<file path="src/design/sts_pkg.sv">
`timescale 1ns / 1ps
`default_nettype none
// ---------------------------------------------------------------------------
// sts_pkg - shared types and constants for the sorted table search block
// Field widths, item kinds, probe limit and the sequencer state type.
// ---------------------------------------------------------------------------
package sts_pkg;

  localparam int KEY_W   = 32;
  localparam int IDX_W   = 10;
  localparam int CNT_W   = 11;
  localparam int PROBE_W = 4;

  localparam logic [PROBE_W-1:0] PROBE_MAX = 4'd15;

  localparam logic KIND_LOAD   = 1'b0;
  localparam logic KIND_SEARCH = 1'b1;

  typedef enum logic {
    ST_IDLE,
    ST_SEARCH
  } sts_state_t;

endpackage
`default_nettype wire

</file>
<file path="src/design/sts_search.sv">
`timescale 1ns / 1ps
`default_nettype none
// ---------------------------------------------------------------------------
// sts_search - binary search sequencer
// Takes load and search items, drives the table ports and probes one
// midpoint per cycle, narrowing the [low, high) window on each compare.
// ---------------------------------------------------------------------------
module sts_search
  import sts_pkg::*;
#(
  parameter int DEPTH = 1024,
  parameter int AW    = 10
) (
  input  wire logic               clk,
  input  wire logic               rst_n,
  input  wire logic               start,
  output logic                    busy,
  input  wire logic               in_kind,
  input  wire logic [IDX_W-1:0]   in_entry_index,
  input  wire logic [KEY_W-1:0]   in_key,
  input  wire logic [CNT_W-1:0]   entry_count,
  output logic                    wr_en,
  output logic      [AW-1:0]      wr_addr,
  output logic      [KEY_W-1:0]   wr_data,
  output logic                    rd_en,
  output logic      [AW-1:0]      rd_addr,
  input  wire logic [KEY_W-1:0]   rd_data,
  output logic                    out_valid,
  output logic                    out_found,
  output logic      [IDX_W-1:0]   out_position,
  output logic      [PROBE_W-1:0] out_probes
);

  localparam int BW = AW + 1;   // window bounds reach DEPTH

  sts_state_t state_r, state_nxt;

  logic [BW-1:0]      low_r, low_nxt;
  logic [BW-1:0]      high_r, high_nxt;  // exclusive upper bound
  logic [AW-1:0]      mid_r, mid_nxt;
  logic [KEY_W-1:0]   key_r, key_nxt;
  logic [PROBE_W-1:0] probes_r, probes_nxt;

  logic               out_valid_r, out_valid_nxt;
  logic               out_found_r, out_found_nxt;
  logic [IDX_W-1:0]   out_position_r, out_position_nxt;
  logic [PROBE_W-1:0] out_probes_r, out_probes_nxt;

  logic               accept;
  logic [BW-1:0]      n_used;
  logic [BW:0]        first_sum;
  logic [BW-1:0]      cand_low, cand_high;
  logic [BW:0]        cand_sum;
  logic [PROBE_W-1:0] probes_inc;
  logic               key_eq, key_gt;

  assign accept = start && (state_r == ST_IDLE);
  assign busy   = (state_r != ST_IDLE);

  // clamp the count to the table size
  assign n_used = (32'(entry_count) > DEPTH) ? BW'(DEPTH) : BW'(entry_count);

  assign first_sum  = {1'b0, n_used} - (BW + 1)'(1);
  assign key_eq     = (rd_data == key_r);
  assign key_gt     = ($signed(rd_data) > $signed(key_r));
  assign probes_inc = (probes_r == PROBE_MAX) ? PROBE_MAX : probes_r + PROBE_W'(1);

  assign cand_low  = key_gt ? low_r : (BW'(mid_r) + BW'(1));
  assign cand_high = key_gt ? BW'(mid_r) : high_r;
  assign cand_sum  = {1'b0, cand_low} + {1'b0, cand_high} - (BW + 1)'(1);

  // next state
  always_comb begin
    state_nxt = state_r;
    case (state_r)
      ST_IDLE: begin
        if (accept && (in_kind == KIND_SEARCH) && (n_used != '0)) begin
          state_nxt = ST_SEARCH;
        end
      end
      ST_SEARCH: begin
        if (key_eq || (cand_low >= cand_high)) begin
          state_nxt = ST_IDLE;
        end
      end
      default: state_nxt = ST_IDLE;
    endcase
  end

  // datapath and outputs
  always_comb begin
    low_nxt          = low_r;
    high_nxt         = high_r;
    mid_nxt          = mid_r;
    key_nxt          = key_r;
    probes_nxt       = probes_r;
    out_valid_nxt    = 1'b0;
    out_found_nxt    = out_found_r;
    out_position_nxt = out_position_r;
    out_probes_nxt   = out_probes_r;
    wr_en            = 1'b0;
    wr_addr          = AW'(in_entry_index);
    wr_data          = in_key;
    rd_en            = 1'b0;
    rd_addr          = first_sum[AW:1];
    case (state_r)
      ST_IDLE: begin
        if (accept && (in_kind == KIND_LOAD)) begin
          wr_en = (32'(in_entry_index) < DEPTH);
        end else if (accept) begin
          key_nxt    = in_key;
          probes_nxt = '0;
          if (n_used == '0) begin
            // empty table: answer at once
            out_valid_nxt    = 1'b1;
            out_found_nxt    = 1'b0;
            out_position_nxt = '0;
            out_probes_nxt   = '0;
          end else begin
            low_nxt  = '0;
            high_nxt = n_used;
            mid_nxt  = first_sum[AW:1];
            rd_en    = 1'b1;
          end
        end
      end
      ST_SEARCH: begin
        probes_nxt = probes_inc;
        low_nxt    = cand_low;
        high_nxt   = cand_high;
        if (key_eq) begin
          out_valid_nxt    = 1'b1;
          out_found_nxt    = 1'b1;
          out_position_nxt = IDX_W'(mid_r);
          out_probes_nxt   = probes_inc;
        end else if (cand_low >= cand_high) begin
          out_valid_nxt    = 1'b1;
          out_found_nxt    = 1'b0;
          out_position_nxt = '0;
          out_probes_nxt   = probes_inc;
        end else begin
          // issue the next probe straight from the compare
          mid_nxt = cand_sum[AW:1];
          rd_addr = cand_sum[AW:1];
          rd_en   = 1'b1;
        end
      end
      default: ;
    endcase
  end

  always_ff @(posedge clk) begin
    if (!rst_n) begin
      state_r     <= ST_IDLE;
      out_valid_r <= 1'b0;
    end else begin
      state_r     <= state_nxt;
      out_valid_r <= out_valid_nxt;
    end
  end

  always_ff @(posedge clk) begin
    low_r          <= low_nxt;
    high_r         <= high_nxt;
    mid_r          <= mid_nxt;
    key_r          <= key_nxt;
    probes_r       <= probes_nxt;
    out_found_r    <= out_found_nxt;
    out_position_r <= out_position_nxt;
    out_probes_r   <= out_probes_nxt;
  end

  assign out_valid    = out_valid_r;
  assign out_found    = out_found_r;
  assign out_position = out_position_r;
  assign out_probes   = out_probes_r;

endmodule
`default_nettype wire

</file>
<file path="config.mk">
export PLATFORM = sky130hd
export DESIGN_NAME = sts_search
export DESIGN_NICKNAME = d
export VERILOG_FILES = /design/src/design/sts_pkg.sv /design/src/design/sts_search.sv
export SDC_FILE = /design/constraint.sdc
export NUM_CORES = 1
export LEC_CHECK = 0
export ABC_AREA = 1
export BUFFER_PORTS_ARGS = -buffer_cell sky130_fd_sc_hd__buf_2
export CAP_MARGIN = 20
export CORE_MARGIN = 2
export CORE_UTILIZATION = 54
export DETAILED_ROUTE_END_ITERATION = 6
export PLACE_DENSITY_LB_ADDON = 0.2
export SLEW_MARGIN = 10
export SYNTH_ARGS = -nofsm -noshare
export SYNTH_HDL_FRONTEND = slang
export SYNTH_SLANG_ARGS = --single-unit
</file>
<file path="constraint.sdc">
create_clock -name clk -period 6.4 [get_ports clk]
set_input_delay 1.28 -clock clk [delete_from_list [all_inputs] [get_ports clk]]
set_output_delay 1.28 -clock clk [all_outputs]
set_load 0.05 [all_outputs]
</file>
==> flow_summary.yaml <==
timing:
  fin_skew_ns: 0.009294
  post-route-period-util: 0.9663
  slew_headroom: 0.2903
  rsz0062_at_grt: "yes"
  finalHoldViolations: 0
  setup_viol: 0
  slew_violations: 0
  fmax_mhz: 161.7
  fin_setup_tns_ns: 0
  fin_hold_ws_ns: 0.6515
  worst_pin_slew_ns: 1.062
  period_needed_ns: 6.184
placed_design:
  io_buffer_count: 139
  place_inst: 971
  gp_congestion: 0.9097
  dpl.hpwl_um: 11530
synthesis:
  synth.lib_cells_used.distinct: 40
  yosysWarnings: 0
  synth.cell_area_um2: 6010
  synthAdderAreaFrac: 0.1220
  syn_area_per_cell_um2: 8.347
  synthMuxAreaShare: 0
  synth_top_family_by_area: "simple AND/OR/NAND/NOR gates"
  seq_area_frac_synth: 0.4214
  synth-xor-area-share: 0.02040
  synth_compound_area_frac: 0.07495
  postSynthCellCount: 720
  ys_ff_latch: 85
  syn_nets: 867
  synth_simple_gate_area_frac: 0.2222
drt:
  drt-total-wl_um: 15120
  vias: 5147
  drc_errors: 0
  drt_iter0_drc: 297
  drt-pass1-iter-count: 5
  via_per_inst: 5.168
  wl_per_cell_um: 15.18
  detail-route-antenna-nets: 0
cells_and_area:
  drive_gt1_frac: 0.2944
  area_growth_pct: 20.51
  nets: 998
  fin_cells: 996
  insertedDiodeCount: 0
clocking:
  clk_pin_slew_worst_paths_ns: 0.08
  clk_latency_ns: 0.37
  cts_sinks: 85
  cts_tree: "built"
  cts_max_level: 3
  cts_buffers: 9
  clock-root-buffer: "clkbuf_8"
  hold_buffers: 0
  clock_path_buffers: 2
critical_path:
  cp_data_arrival_time_ns: 4.90
  critPathMaxStageDelay_ns: 0.36
  rr_worst_depth: 25
  path_buf_inv: 4
  crit_path_end_kind: "primary output"
  cp_top_family: "simple AND/OR/NAND/NOR gates"
  cp_common_cell: "nand2_1"
  path_depth: 27
  startpoint_type: "input port"
  required_ns: 5.12
  cp_max_fo: 6
  slowest_stage: "ha_1"
  critical_path_class: "input port to primary output"
worst_hold_path:
  min_path_type: "flip-flop to flip-flop"
  min_path_cells: 2
global_route:
  grt_usage: 0.2468
  grt_overflow: 0
  antenna_found_initial: 0
  grt_pass1_vias: 4795
  grt_max_degree: 47
  grt_pass1_wl_um: 22630
power_and_ir_drop:
  leakage_nw: 3.616
  power_density_nw_per_um2: 301.2
  ir_drop_mv: 0.2348
floorplanning:
  die_w_um: 109.5
  die_y_um: 109.5
  num_rows: 38
  ios: 160
  fp.coreArea_um2: 10840
  initial_core_util: 0.5544
  dieArea_um2: 11990
run_status:
  status: "finished clean"
flow_run:
  drv_cap: 0
[stage by stage]
step	util	power (W)	setup slack [ns]	instance area, um^2
global route	0.6681	0.002317	-0.06899	7242
CTS	0.6404	0.002092	0.01437	6942
finish	0.6681	0.002181	0.2157	7242
global placement	0.6202	0.001644	0.1286	6723
floorplan	-	0.001414	0.09012	6016
detailed placement	0.6202	0.001670	-0.02463	6723
[timing repair]
| item | in CTS | in global routing |
|---|---|---|
| setup endpoints to repair | 2 | 11 |
| pin swaps | 0 | 15 |
| endpoints found under the hold margin | 0 | 0 |
| gates resized for setup | 2 | 55 |
| setup buffers | 0 | 7 |
| gates cloned | 0 | 2 |
[Yosys cell counts, drive strengths merged]
master,number,share of area
a211oi,1,0.0012
buf,44,0.056
nand2,188,0.12
or2,3,0.0031
o21a,3,0.0037
o2111ai,1,0.0015
a31oi,2,0.0021
inv,122,0.077
nand4,17,0.018
o211ai,1,0.0012
nor4,2,0.0021
ha,57,0.12
xor2,10,0.015
nand3,28,0.027
o21ai,44,0.039
clkbuf,9,0.0056
dfxtp,2,0.0067
a21o,1,0.0012
xnor2,4,0.0058
o22ai,1,0.0010
fa,1,0.0033
nor2,55,0.037
a21boi,1,0.0012
a21oi,27,0.023
clkinv,1,0.00062
nor3,9,0.0075
nand3b,3,0.0037
edfxtp,83,0.41
[kinds of logic after synthesis]
family,Yosys count
adders and majority gates,58
AOI/OAI and AO/OA,82
DFF,85
buffers and inverters,176
xor gates and xnor gates,14
and+or+nand+nor,305
[area by class of cell]
class | count | area (um^2)
clock buffer | 10 | 127.6
sequential | 85 | 2532
tap | 140 | 175.2
inverter | 123 | 471.7
fill | 929 | 3598
multi-input combinational | 459 | 2831
timing repair inverter | 1 | 6.256
timing repair buffer | 172 | 1011
clock inverter | 6 | 86.33
[flip-flops by register name (all words and copies together) (netlist names)]
signal	flops
out_valid	1
mid_r	10
out_probes	4
out_position	10
out_found	1
busy	1
low_r	11
key_r	32
high_r	11
probes_r	4
[worst paths after layout]
check / startpoint / end / slack, ns
max: rd_data[7] / rd_addr[5] / 0.22
min: low_r[10]$_SDFFCE_PN0P_ / low_r[10]$_SDFFCE_PN0P_ / 0.65
max reg2reg: key_r[23]$_DFFE_PP_ / out_position[3]$_SDFFCE_PN0P_ / 2.15
min reg2reg: low_r[10]$_SDFFCE_PN0P_ / low_r[10]$_SDFFCE_PN0P_ / 0.65
[per-layer routing]
metal | global-route usage | up-vias | routed length [um]
met2 | 0.4347 | 183 | 7347
met5 | 0 | - | 0
met3 | 0.03557 | 21 | 846
met1 | 0.3175 | 2375 | 6692
li1 | - | 2568 | -
met4 | 0.06510 | 0 | 232
[worst min-delay path, stage by stage (launching register included)]
cell      delay (ns)
edfxtp_1        0.33
nand2_1         0.08
a21oi_1         0.14
[report_power, final]
part           switching, W  total (W)  leakage [nW]  internal, W
registers         0.0000273   0.000704         0.805     0.000677
logic              0.000690    0.00105          2.70     0.000365
clock network      0.000202   0.000422         0.107     0.000220
total              0.000919    0.00218          3.62      0.00126
[cells in the final DEF, fill, tap and decap left out, types with 2 or more instances in the layout]
cell type  instances
edfxtp_1          83
nor3_1             9
buf_8              2
nor4_1             2
ha_4               7
xor2_1            10
o21ai_1            8
o21a_1             3
buf_4             30
nor2_2             7
clkbuf_8           9
nand4_1           17
nand3_1           22
nor2_4             3
nand2_2           16
bufinv_16          2
o21ai_0           31
a21oi_1           18
dfxtp_1            2
nand3b_1           3
ha_1              49
xnor2_1            4
nand3_2            5
o21ai_2            5
nand2_1          171
a21oi_2            9
clkinv_2           2
nor2_1            45
buf_2            133
clkbuf_4           3
inv_1            119
inv_4              2
buf_6              2
or2_2              2
Note: power is estimated with default switching activity, not from simulation.
